**src/cpr_pkg.sv**
```systemverilog
// ----------------------------------------------------------------------------
// CIGAR position remap package
// Shared types, operator and status codes, and the operator decoder.
// ----------------------------------------------------------------------------
package cpr_pkg;

	localparam logic REQ_START = 1'b0;
	localparam logic REQ_CHAR  = 1'b1;

	localparam logic [2:0] OP_NONE = 3'd0;
	localparam logic [2:0] OP_M    = 3'd1;
	localparam logic [2:0] OP_X    = 3'd2;
	localparam logic [2:0] OP_EQ   = 3'd3;
	localparam logic [2:0] OP_N    = 3'd4;
	localparam logic [2:0] OP_D    = 3'd5;
	localparam logic [2:0] OP_I    = 3'd6;

	localparam logic [2:0] ST_OK       = 3'd0;
	localparam logic [2:0] ST_POS      = 3'd1;
	localparam logic [2:0] ST_NO_NUM   = 3'd2;
	localparam logic [2:0] ST_BAD_OP   = 3'd3;
	localparam logic [2:0] ST_TOO_LONG = 3'd4;
	localparam logic [2:0] ST_ENDED    = 3'd5;
	localparam logic [2:0] ST_FINAL_OP = 3'd6;

	localparam logic [7:0] CH_M    = 8'h4D;
	localparam logic [7:0] CH_X    = 8'h58;
	localparam logic [7:0] CH_EQ   = 8'h3D;
	localparam logic [7:0] CH_N    = 8'h4E;
	localparam logic [7:0] CH_D    = 8'h44;
	localparam logic [7:0] CH_I    = 8'h49;
	localparam logic [7:0] CH_ZERO = 8'h30;
	localparam logic [7:0] CH_NINE = 8'h39;

	typedef struct packed {
		logic        req_type;
		logic [31:0] query_pos;
		logic [31:0] seq_len;
		logic [7:0]  char_code;
		logic        last;
	} item_t;

	typedef struct packed {
		logic [31:0] alt_count;
		logic [31:0] ref_count;
		logic [31:0] run_length;
		logic        have_digits;
		logic [2:0]  last_op_code;
		logic        walk_frozen;
		logic [2:0]  error_code;
		logic [31:0] target_pos;
		logic [31:0] target_len;
	} walk_t;

	function automatic logic [2:0] op_of(input logic [7:0] c);
		logic [2:0] op;
		unique case (c)
			CH_M:    op = OP_M;
			CH_X:    op = OP_X;
			CH_EQ:   op = OP_EQ;
			CH_N:    op = OP_N;
			CH_D:    op = OP_D;
			CH_I:    op = OP_I;
			default: op = OP_NONE;
		endcase
		return op;
	endfunction

endpackage

```
**src/cpr_walk.sv**
```systemverilog
// ----------------------------------------------------------------------------
// CIGAR walk state
// Holds the walk registers and applies one start or character word to them.
// ----------------------------------------------------------------------------
module cpr_walk (
	input  logic                clk,
	input  logic                arst_n,
	input  logic                en,
	input  cpr_pkg::item_t      item,
	input  logic [2:0]          fin_status,
	output cpr_pkg::walk_t      nxt
);

	cpr_pkg::walk_t walk_q;
	cpr_pkg::walk_t wr;
	logic [35:0]    ten_x;
	logic [2:0]     op;
	logic [31:0]    alt_new;

	always_comb begin
		ten_x   = ({4'b0, walk_q.run_length} << 3) + ({4'b0, walk_q.run_length} << 1)
			+ {32'b0, item.char_code[3:0]};
		op      = cpr_pkg::op_of(item.char_code);
		alt_new = walk_q.alt_count;
		nxt     = walk_q;
		if (item.req_type == cpr_pkg::REQ_START) begin
			nxt.alt_count    = '0;
			nxt.ref_count    = '0;
			nxt.run_length   = '0;
			nxt.have_digits  = 1'b0;
			nxt.last_op_code = cpr_pkg::OP_NONE;
			nxt.walk_frozen  = 1'b0;
			nxt.error_code   = cpr_pkg::ST_OK;
			nxt.target_pos   = item.query_pos;
			nxt.target_len   = item.seq_len;
		end else if (!walk_q.walk_frozen && walk_q.error_code == cpr_pkg::ST_OK) begin
			if (item.char_code >= cpr_pkg::CH_ZERO && item.char_code <= cpr_pkg::CH_NINE) begin
				nxt.run_length  = (ten_x[35:32] != 4'd0) ? 32'hFFFF_FFFF : ten_x[31:0];
				nxt.have_digits = 1'b1;
			end else if (!walk_q.have_digits) begin
				nxt.error_code = cpr_pkg::ST_NO_NUM;
			end else if (op == cpr_pkg::OP_NONE) begin
				nxt.error_code = cpr_pkg::ST_BAD_OP;
			end else begin
				if (op != cpr_pkg::OP_I) begin
					nxt.ref_count = walk_q.ref_count + walk_q.run_length;
				end
				if (op != cpr_pkg::OP_N && op != cpr_pkg::OP_D) begin
					alt_new = walk_q.alt_count + walk_q.run_length;
				end
				nxt.alt_count    = alt_new;
				nxt.last_op_code = op;
				nxt.run_length   = '0;
				nxt.have_digits  = 1'b0;
				nxt.walk_frozen  = alt_new > walk_q.target_pos;
			end
		end
	end

	always_comb begin
		wr = nxt;
		if (item.last) begin
			wr.have_digits = 1'b0;
			wr.run_length  = '0;
			wr.walk_frozen = 1'b1;
			if (fin_status != cpr_pkg::ST_OK && fin_status != cpr_pkg::ST_POS) begin
				wr.error_code = fin_status;
			end
		end
	end

	always_ff @(posedge clk or negedge arst_n) begin
		if (!arst_n) begin
			walk_q <= '0;
		end else if (en) begin
			walk_q <= wr;
		end
	end

endmodule

```
**src/cpr_result.sv**
```systemverilog
// ----------------------------------------------------------------------------
// CIGAR result stage
// Forms the offset and status at the end of a string and holds the result word.
// ----------------------------------------------------------------------------
module cpr_result (
	input  logic           clk,
	input  logic           arst_n,
	input  logic           load,
	input  cpr_pkg::walk_t w,
	output logic [2:0]     status,
	input  logic           m_tready,
	output logic           m_tvalid,
	output logic [39:0]    m_tdata
);

	logic [31:0] offset;
	logic        valid_q;
	logic [31:0] offset_q;
	logic [2:0]  status_q;

	always_comb begin
		status = cpr_pkg::ST_OK;
		offset = '0;
		if (w.target_pos >= w.target_len) begin
			status = cpr_pkg::ST_POS;
		end else if (w.error_code != cpr_pkg::ST_OK) begin
			status = w.error_code;
		end else if (!w.walk_frozen && w.have_digits) begin
			status = cpr_pkg::ST_BAD_OP;
		end else if (w.alt_count > w.target_len) begin
			status = cpr_pkg::ST_TOO_LONG;
		end else if (w.alt_count == w.target_pos) begin
			offset = w.ref_count;
		end else if (w.alt_count > w.target_pos) begin
			case (w.last_op_code) inside
				cpr_pkg::OP_M, cpr_pkg::OP_X, cpr_pkg::OP_EQ: begin
					offset = w.ref_count - (w.alt_count - w.target_pos);
				end
				cpr_pkg::OP_I: begin
					offset = w.ref_count;
				end
				default: begin
					status = cpr_pkg::ST_FINAL_OP;
				end
			endcase
		end else begin
			status = cpr_pkg::ST_ENDED;
		end
	end

	always_ff @(posedge clk or negedge arst_n) begin
		if (!arst_n) begin
			valid_q <= 1'b0;
		end else if (load) begin
			valid_q <= 1'b1;
		end else if (m_tready) begin
			valid_q <= 1'b0;
		end
	end

	always_ff @(posedge clk) begin
		if (load) begin
			offset_q <= offset;
			status_q <= status;
		end
	end

	assign m_tvalid = valid_q;
	assign m_tdata  = {5'b0, status_q, offset_q};

endmodule

```
**src/cigar_position_remap_core.sv**
```systemverilog
// ----------------------------------------------------------------------------
// CIGAR position remap core
// Maps a query position to a reference offset by walking CIGAR text.
// ----------------------------------------------------------------------------
// The slave stream takes one word per cycle while s_tready is high. A start
// word (tuser = 0) loads the query position and sequence length; a character
// word (tuser = 1) brings one CIGAR character. A word with tlast set ends the
// string and produces one result word on the master stream; other words
// produce none. Every accepted word is held in the input register, where the
// walk update and the end-of-string checks are done, and a result is held in
// the output register. A result thus reaches the master side through the input
// register and then the output register, and the core takes one word per
// cycle when the master side keeps up.
// When the receiver stalls with a result pending, the core keeps taking words
// that produce no result; a word with tlast waits in the input register, with
// tready held low, until the output register frees up.
// Reset clears the walk state and both valid flags; no output is pending.
// ----------------------------------------------------------------------------
module cigar_position_remap_core (
	input  logic        clk,
	input  logic        arst_n,
	input  logic        s_tvalid,
	output logic        s_tready,
	input  logic [71:0] s_tdata,  // query_pos, seq_len, char_code
	input  logic [0:0]  s_tuser,  // req_type
	input  logic        s_tlast,
	output logic        m_tvalid,
	input  logic        m_tready,
	output logic [39:0] m_tdata   // ref_offset, status, zero fill
);

	logic           valid_s1;
	cpr_pkg::item_t item_s1;
	logic           adv;
	cpr_pkg::walk_t nxt;
	logic [2:0]     status;

	assign adv      = valid_s1 && (!item_s1.last || !m_tvalid || m_tready);
	assign s_tready = !valid_s1 || adv;

	always_ff @(posedge clk or negedge arst_n) begin
		if (!arst_n) begin
			valid_s1 <= 1'b0;
		end else if (s_tready) begin
			valid_s1 <= s_tvalid;
		end
	end

	always_ff @(posedge clk) begin
		if (s_tready && s_tvalid) begin
			item_s1.req_type  <= s_tuser[0];
			item_s1.query_pos <= s_tdata[31:0];
			item_s1.seq_len   <= s_tdata[63:32];
			item_s1.char_code <= s_tdata[71:64];
			item_s1.last      <= s_tlast;
		end
	end

	cpr_walk u_walk (
		.clk        (clk),
		.arst_n     (arst_n),
		.en         (adv),
		.item       (item_s1),
		.fin_status (status),
		.nxt        (nxt)
	);

	cpr_result u_result (
		.clk      (clk),
		.arst_n   (arst_n),
		.load     (adv && item_s1.last),
		.w        (nxt),
		.status   (status),
		.m_tready (m_tready),
		.m_tvalid (m_tvalid),
		.m_tdata  (m_tdata)
	);

endmodule

```
**config.mk**
```make
export PLATFORM = sky130hd
export DESIGN_NAME = cigar_position_remap_core
export DESIGN_NICKNAME = d
export VERILOG_FILES = /design/src/cpr_pkg.sv /design/src/cpr_walk.sv /design/src/cpr_result.sv /design/src/cigar_position_remap_core.sv
export SDC_FILE = /design/constraint.sdc
export NUM_CORES = 1
export LEC_CHECK = 0
export BUFFER_PORTS_ARGS = -buffer_cell sky130_fd_sc_hd__buf_2
export CELL_PAD_IN_SITES_DETAIL_PLACEMENT = 0
export CELL_PAD_IN_SITES_GLOBAL_PLACEMENT = 1
export CORE_MARGIN = 4
export CORE_UTILIZATION = 30
export DETAILED_ROUTE_END_ITERATION = 10
export PLACE_DENSITY = 0.55
export SYNTH_ARGS = -nofsm -noshare
export SYNTH_HDL_FRONTEND = slang
export SYNTH_HIERARCHICAL = 1
export SYNTH_SLANG_ARGS = --single-unit
```
**constraint.sdc**
```tcl
create_clock -name clk -period 10.28 [get_ports clk]
set_input_delay 0.514 -clock clk [delete_from_list [all_inputs] [get_ports clk]]
set_output_delay 0.514 -clock clk [all_outputs]
set_load 0.1 [all_outputs]
```
==> results_tabular.tex, run 1 <==
\begin{tabular}{lr}
\hline
Metric & Value \\
\hline
\multicolumn{2}{l}{\textbf{Logic synthesis}} \\
Area of the mapped netlist & 25,200 sq um \\
Post-synthesis cell count & 2,911 \\
Ys Warns & 6 \\
Post-Syn Area per Cell & 8.67 sq um \\
\multicolumn{2}{l}{\textbf{Layout}} \\
Inserted Diodes & 0 \\
Ratio of cells with drive above 1 in the final layout & 11.8\% \\
Area of the multi-input gates & 15,300 sq um \\
Synthesis-to-layout area growth & 7.51\% \\
Nets & 3,248 \\
Fraction of the core area covered by cells at the end of the flow & 32.5\% \\
Number of standard cells in the final layout excluding fillers & 3,958 \\
Filler Cells Inserted & 8,777 \\
Sequential standard cell area & 7530 sq um \\
\multicolumn{2}{l}{\textbf{Placed design}} \\
Placer Congestion & 0.904 \\
HPWL after detailed placement & 65,600 um \\
Number of buffer cells added on primary ports & 114 \\
Number of placed cells counting well taps & 3,890 \\
\multicolumn{2}{l}{\textbf{Clocking}} \\
Resized cells post-CTS & 0 \\
Maximum buffer depth of the clock tree & 3 \\
Clock tree root driver cell & clkbuf\_16 \\
Inserted Clock Buffers & 37 \\
Post-CTS clock slew at the launch and capture registers of the worst setup and hold paths & 0.06 ns \\
CTS Sinks & 279 \\
CTS tree & done \\
CTS H-tree lvls & 2 \\
Insertion delay of the later-clocked pin in the worst-skew pair & 0.56 ns \\
\multicolumn{2}{l}{\textbf{Detailed routing}} \\
Final WL & 83,400 um \\
ANT nets after route & 0 \\
Iter 0 DRT Violations & 1,574 \\
Routed length per instance & 21.1 um \\
Number of iterations in the first detailed-routing pass & 5 \\
Post-detailed-route DRC marker count & 0 \\
Via-to-Cell Ratio & 5.29 \\
Vias & 20.9k \\
\multicolumn{2}{l}{\textbf{Status}} \\
Result of the run & finished with violations \\
Violated checks & capacitance limit \\
\multicolumn{2}{l}{\textbf{Setup path}} \\
Critical Path, Cell by Cell & ha\_1 -> fa\_1 -> a21oi\_1 -> nand4b\_1 -> a31oi\_1 -> nor2\_1 -> o31ai\_1 -> a21boi\_0 -> xor2\_1 -> o21ai\_0 -> ha\_1 -> nand4\_1 -> or2\_2 -> nor3\_1 -> nand2\_1 -> a211oi\_1 -> nor4\_1 -> o21ai\_0 -> nor2b\_1 -> nor4\_1 -> nand3\_2 -> buf\_4 -> nor3\_2 -> a22o\_1 \\
CP required & 10.70 ns \\
Top cell family by delay on the critical path & simple AND/OR/NAND/NOR gates \\
Endpoint kind of the worst setup timing path & register \\
FF-to-FF Start & u\_walk/walk\_q[72] \\
Launching element type of the critical path & register \\
Worst Path Class, Setup & reg2reg \\
Maximum fanout along the worst path & 25 \\
Crit path launch & u\_walk/walk\_q[72] \\
Critical Path AT & 7.46 ns \\
Largest stage delay, worst path & 0.53 ns \\
Buffers plus inverters on the worst setup path & 1 \\
Worst-path cell with the longest stage delay & nor3\_1 \\
\multicolumn{2}{l}{\textbf{Timing}} \\
Worst setup skew after layout & 0.0258 ns \\
Post-layout minimum cycle time & 7.04 ns \\
Final Hold Violating Endpoints & 0 \\
Fraction of the cycle the final worst path needs & 68.4\% \\
Fmax & 0.142 GHz \\
RSZ-0062 raised after global routing & no \\
Headroom to the max-slew limit & 0.418\% \\
Final-report max-slew violation count & 0 \\
Setup TNS & 0 ns \\
Transition at the pin with the smallest max-transition slack & 1.48 ns \\
Setup-failing EPs final & 0 \\
\multicolumn{2}{l}{\textbf{Global routing}} \\
Initial antenna violation count & 1 \\
Total GRT Usage & 18.5\% \\
Global route overflow & 0 \\
Largest net degree at the start of global routing & 71 \\
Global-route wire length before repair & 128,000 um \\
Vias in the first global route & 20.8k \\
\multicolumn{2}{l}{\textbf{Floorplan}} \\
Floorplan die area & 88,900 sq um \\
Overall die height & 298 um \\
Num rows & 106 \\
Area of the core & 83,600 sq um \\
Initial standard-cell utilization of the core & 30.2\% \\
I/O pin count & 120 \\
Die W & 298 um \\
\multicolumn{2}{l}{\textbf{Power and ir drop}} \\
IR drop worst, VDD & 0.000101 V \\
Total leakage power & 12.7 nW \\
Power density over cell area & 139 nW/um\^{}2 \\
\multicolumn{2}{l}{\textbf{Hold path}} \\
Hold WC Path Type & in2reg \\
Origin of the worst min-delay path & s\_tdata[61] \\
\multicolumn{2}{l}{\textbf{Job}} \\
Max-capacitance violation count & 1 \\
\hline
\end{tabular}
[power breakdown]
part	internal (W)	switching [W]
clock network	0.000736	0.000527
logic	0.000424	0.000777
registers	0.00126	0.0000618
total	0.00242	0.00137
[metal layers]
layer	part of all wire (%)	global-route usage (%)	vias up
met5	0	0	-
met4	3.2	5.51	0
met3	5.0	2.43	109
met2	46	30.4	517
met1	46	25.3	10170
li1	-	-	10151
[cells in the final DEF, fill, tap and decap left out, types with 9 or more instances in the layout]
master / count
a22o_1: 18
a31oi_1: 48
or3_1: 16
a211oi_1: 17
buf_4: 37
xnor2_1: 65
nor3_1: 32
nand4_1: 46
o21ai_0: 148
nor4_1: 14
nand3_1: 61
a21o_1: 77
o31ai_1: 13
nand2_1: 270
nor2_1: 244
buf_2: 113
dfrtp_1: 170
mux2i_1: 13
o211a_1: 16
edfxtp_1: 109
fa_1: 35
nand2b_1: 20
a22oi_1: 21
nor2b_1: 21
a21oi_1: 237
a21boi_0: 9
a221oi_1: 10
clkbuf_16: 37
and3_1: 18
or2_1: 21
and2_1: 10
xor2_1: 38
mux2_2: 97
o21a_1: 29
o21bai_1: 15
inv_1: 242
o211ai_1: 21
ha_1: 285
[path summary, 6_finish.rpt]
| path | end | slack [ns] | depth (start not counted) |
|---|---|---|---|
| max | u_result/offset_q[22] | 3.24 | 24 |
| min in group asynchronous | u_walk/walk_q[1] | 0.56 | 2 |
| min reg2reg | u_walk/walk_q[20] | 0.51 | 2 |
| max reg2reg | u_result/offset_q[22] | 3.24 | 24 |
| min | item_s1[38] | 0.13 | 1 |
| max in group asynchronous | u_walk/walk_q[163] | 7.62 | 4 |
[state kept, by name, indices dropped and copies added (netlist names)]
name,count
u_result/m_tvalid,1
u_result/status_q,3
valid_s1,1
u_result/offset_q,32
u_walk/walk_q,168
item_s1,74
[timing repair]
| item | in CTS | in global routing |
|---|---|---|
| endpoints found under the hold margin | 4 | 0 |
| setup buffers | 0 | 0 |
| hold buffers | 1 | 0 |
[final cells by class]
cell class | instances | area share, %
clock buffer | 48 | 3.67
clock inverter | 19 | 0.567
inverter | 244 | 3.37
multi-input combinational | 2136 | 56.5
sequential | 279 | 27.7
tap | 1080 | 4.98
timing repair buffer | 152 | 3.19
[stage by stage]
stage               cell area, sq um  worst slack [ns]  power, W  hold slack (ns)
floorplan                      25300              4.96   0.00224            0.218
CTS                            27100              3.42   0.00383           0.0888
finish                         27100              3.24   0.00378            0.130
global route                   27100              2.74   0.00403           0.0950
detailed placement             26000              3.43   0.00253            0.499
global placement               26000              3.55   0.00252            0.486
Power figures use the tool's default switching activity.
==> inputs of run 2 (changes only) <==
--- a/config.mk
+++ b/config.mk
@@ -5,13 +5,14 @@
 export SDC_FILE = /design/constraint.sdc
 export NUM_CORES = 1
 export LEC_CHECK = 0
+export ABC_AREA = 1
 export BUFFER_PORTS_ARGS = -buffer_cell sky130_fd_sc_hd__buf_2
 export CELL_PAD_IN_SITES_DETAIL_PLACEMENT = 0
 export CELL_PAD_IN_SITES_GLOBAL_PLACEMENT = 1
 export CORE_MARGIN = 4
 export CORE_UTILIZATION = 30
 export DETAILED_ROUTE_END_ITERATION = 10
-export PLACE_DENSITY = 0.55
+export PLACE_DENSITY = 0.6
 export SYNTH_ARGS = -nofsm -noshare
 export SYNTH_HDL_FRONTEND = slang
 export SYNTH_HIERARCHICAL = 1
==> constraint.sdc (replaced) <==
create_clock -name clk -period 6.4 [get_ports clk]
set_input_delay 0.32 -clock clk [delete_from_list [all_inputs] [get_ports clk]]
set_output_delay 0.32 -clock clk [all_outputs]
set_load 0.1 [all_outputs]
==> run 2 against run 1 <==
The run now ends clean. Highest routed layer unchanged. Design area grew 17%. Maximum frequency is 21% higher. Largest power group is now combinational logic. Critical endpoint is now u_result/offset_q[29]. Utilization increased by 1.3 points.
==> results_tabular.tex, run 2 <==
\begin{tabular}{lr}
\hline
Metric & Value \\
\hline
\multicolumn{2}{l}{\textbf{Setup path}} \\
CP required & 6.72 ns (-3.98 ns) \\
Launching element type of the critical path & register \\
Critical Path AT & 6.11 ns (-1.35 ns) \\
Endpoint kind of the worst setup timing path & register \\
Maximum fanout along the worst path & 6 (-76\%) \\
Worst Path Class, Setup & reg2reg \\
\multicolumn{2}{l}{\textbf{Timing}} \\
Setup-failing EPs final & 0 (unchanged) \\
Headroom to the max-slew limit & 21.6\% (+21 points) \\
Worst setup skew after layout & 0.0261 ns (+0.000377 ns) \\
Setup TNS & 0 ns (unchanged) \\
Worst setup slack after layout & 0.609 ns (-2.64 ns) \\
Fraction of the cycle the final worst path needs & 90.5\% (+22 points) \\
Final Hold Violating Endpoints & 0 (unchanged) \\
Transition at the pin with the smallest max-transition slack & 1.17 ns (-0.307 ns) \\
Post-layout minimum cycle time & 5.79 ns (-1.24 ns) \\
Final-report max-slew violation count & 0 (unchanged) \\
RSZ-0062 raised after global routing & no \\
Fmax & 0.173 GHz (+21\%) \\
\multicolumn{2}{l}{\textbf{Placed design}} \\
Pre-CTS setup slack & 0.760 ns (-2.67 ns) \\
Number of buffer cells added on primary ports & 114 (unchanged) \\
HPWL after detailed placement & 86,900 um (+32\%) \\
Placer Congestion & 0.909 (+0.54\%) \\
Area post-placement & 29,600 sq um (+14\%) \\
\multicolumn{2}{l}{\textbf{Floorplan}} \\
Num rows & 112 (+5.7\%) \\
Die W & 317 um (+6.3\%) \\
I/O pin count & 120 (unchanged) \\
Floorplan die area & 100,000 sq um (+13\%) \\
Overall die height & 317 um (+6.3\%) \\
Area of the core & 93,900 sq um (+12\%) \\
Initial standard-cell utilization of the core & 30.5\% (+0.25 points) \\
\multicolumn{2}{l}{\textbf{Detailed routing}} \\
Number of iterations in the first detailed-routing pass & 5 (unchanged) \\
Final WL & 110,000 um (+32\%) \\
Via-to-Cell Ratio & 4.84 (-8.5\%) \\
Vias & 27.1k (+29\%) \\
Routed length per instance & 19.6 um (-7.0\%) \\
Iter 0 DRT Violations & 2,123 (+35\%) \\
ANT nets after route & 0 (unchanged) \\
Post-detailed-route DRC marker count & 0 (unchanged) \\
\multicolumn{2}{l}{\textbf{Job}} \\
Max-capacitance violation count & 0 (-1) \\
\multicolumn{2}{l}{\textbf{Hold path}} \\
Hold WC Path Type & in2async \\
\multicolumn{2}{l}{\textbf{Clocking}} \\
Resized cells post-CTS & 0 (unchanged) \\
CTS tree & done \\
Post-CTS Repair Setup Buffers & 0 (unchanged) \\
Inserted Clock Buffers & 39 (+5.4\%) \\
Post-CTS clock slew at the launch and capture registers of the worst setup and hold paths & 0.06 ns (about the same) \\
Count of hold-fix buffers inserted at cts & 77 (+76) \\
Insertion delay of the later-clocked pin in the worst-skew pair & 0.59 ns (+0.03 ns) \\
CTS H-tree lvls & 2 (unchanged) \\
CTS Sinks & 279 (unchanged) \\
Clock tree root driver cell & clkbuf\_16 \\
Maximum buffer depth of the clock tree & 3 (unchanged) \\
\multicolumn{2}{l}{\textbf{Layout}} \\
Area of the multi-input gates & 17,100 sq um (+11\%) \\
Top reg by flops & u\_walk/walk\_q \\
Filler Cells Inserted & 10.3k (+18\%) \\
Synthesis-to-layout area growth & 11.0\% \\
Leading registers by flop count & u\_walk/walk\_q x168, item\_s1 x74, u\_result/offset\_q x32 \\
Ratio of cells with drive above 1 in the final layout & 7.06\% (-4.8 points) \\
Commonest non-fill, non-tap cell in the layout & nand2\_1 \\
Commonest cells after routing, fill and taps aside & nand2\_1 (1,218), inv\_1 (634), a21oi\_1 (335) \\
Design area & 31,700 sq um (+17\%) \\
Fraction of the core area covered by cells at the end of the flow & 33.8\% (+1.3 points) \\
Flip-flop count of the largest register after layout & 168 (unchanged) \\
Sequential standard cell area & 7530 sq um (unchanged) \\
Nets & 4,714 (+45\%) \\
\multicolumn{2}{l}{\textbf{Logic synthesis}} \\
Post-Syn Area per Cell & 6.68 sq um (-23\%) \\
Post-synthesis cell count & 4,285 (+47\%) \\
Area of the mapped netlist & 28,600 sq um (+13\%) \\
Ys Warns & 6 (unchanged) \\
\multicolumn{2}{l}{\textbf{Global routing}} \\
Largest net degree at the start of global routing & 122 (+72\%) \\
Total GRT Usage & 21.8\% (+3.3 points) \\
Global route overflow & 0 (unchanged) \\
Initial antenna violation count & 5 (+4) \\
Vias in the first global route & 26.1k (+26\%) \\
Global-route wire length before repair & 166,000 um (+29\%) \\
\multicolumn{2}{l}{\textbf{Power and ir drop}} \\
Power, Total & 0.00683 W (+81\%) \\
Total leakage power & 15.9 nW (+26\%) \\
IR drop worst, VDD & 0.000188 V (+86\%) \\
Power density over cell area & 215 nW/um\^{}2 (+54\%) \\
\multicolumn{2}{l}{\textbf{Status}} \\
Result of the run & completed \\
\hline
\end{tabular}
## run 2: worst paths after layout
| path | from | end | slack (ns) | depth (start not counted) |
|---|---|---|---|---|
| hold reg to reg | u_walk/walk_q[69] | u_walk/walk_q[69] | 0.51 | 2 |
| hold / removal | arst_n | u_walk/walk_q[129] | 0.29 | 2 |
| min in group clk | s_tuser | item_s1[73] | 0.44 | 2 |
| setup / recovery | u_walk/walk_q[72] | u_result/offset_q[29] | 0.61 | 27 |
| max in group asynchronous | arst_n | u_walk/walk_q[121] | 5.02 | 3 |
| setup reg to reg | u_walk/walk_q[72] | u_result/offset_q[29] | 0.61 | 27 |
## run 2: area by class of cell
cell class	count	share of cell area, %
repair buffers	245	5.57
clock inverters	24	1.02
flip-flops and latches	279	23.7
diodes	1	0.00788
multi-input cells	3099	53.7
well taps	1254	4.94
clock buffers	48	3.24
inverters	652	7.77
## run 2: critical path, cell delays in order (launching register included)
cell and delay, ns:
dfrtp_1 0.53, ha_1 0.25, fa_1 0.32, nand2_1 0.08, nand2_1 0.07, o21ai_0 0.16
o21ai_0 0.42, nand2_1 0.09, nand2_1 0.12, nand3b_1 0.09, nand2_1 0.20, xor2_1 0.21
nand2_1 0.10, a21oi_1 0.38, inv_1 0.19, fa_1 0.53, inv_1 0.04, ha_1 0.36
a21oi_1 0.24, o21ai_0 0.17, a21oi_1 0.30, nor2_1 0.12, nor2_1 0.15, nand2_1 0.07
nand2_1 0.06, nand3_1 0.10, nand2_1 0.10, a21oi_1 0.06
## run 2: where the power goes
group | internal, W | switching, W | total, W
Sequential | 0.00202 | 0.000123 | 0.00214
Clock | 0.00137 | 0.000950 | 0.00232
Combinational | 0.000727 | 0.00165 | 0.00237
Total | 0.00411 | 0.00272 | 0.00683
## run 2: routing by layer
metal  vias up  global-route usage, %  part of all wire [%]
met5         -                      0                     0
met3        91                   1.94                   4.4
li1      13760                      -                     -
met2       614                   35.2                    45
met1     12650                   31.3                    48
met4         0                   5.60                   2.7
## run 2: metrics by stage
stage / instances / hold slack, ns
2_1_floorplan: 4289 / 0.0244
3_3_place_gp: 5452 / 0.351
3_5_place_dp: 5452 / 0.348
4_1_cts: 5601 / 0.288
5_1_grt: 5601 / 0.325
6_report: 5602 / 0.285
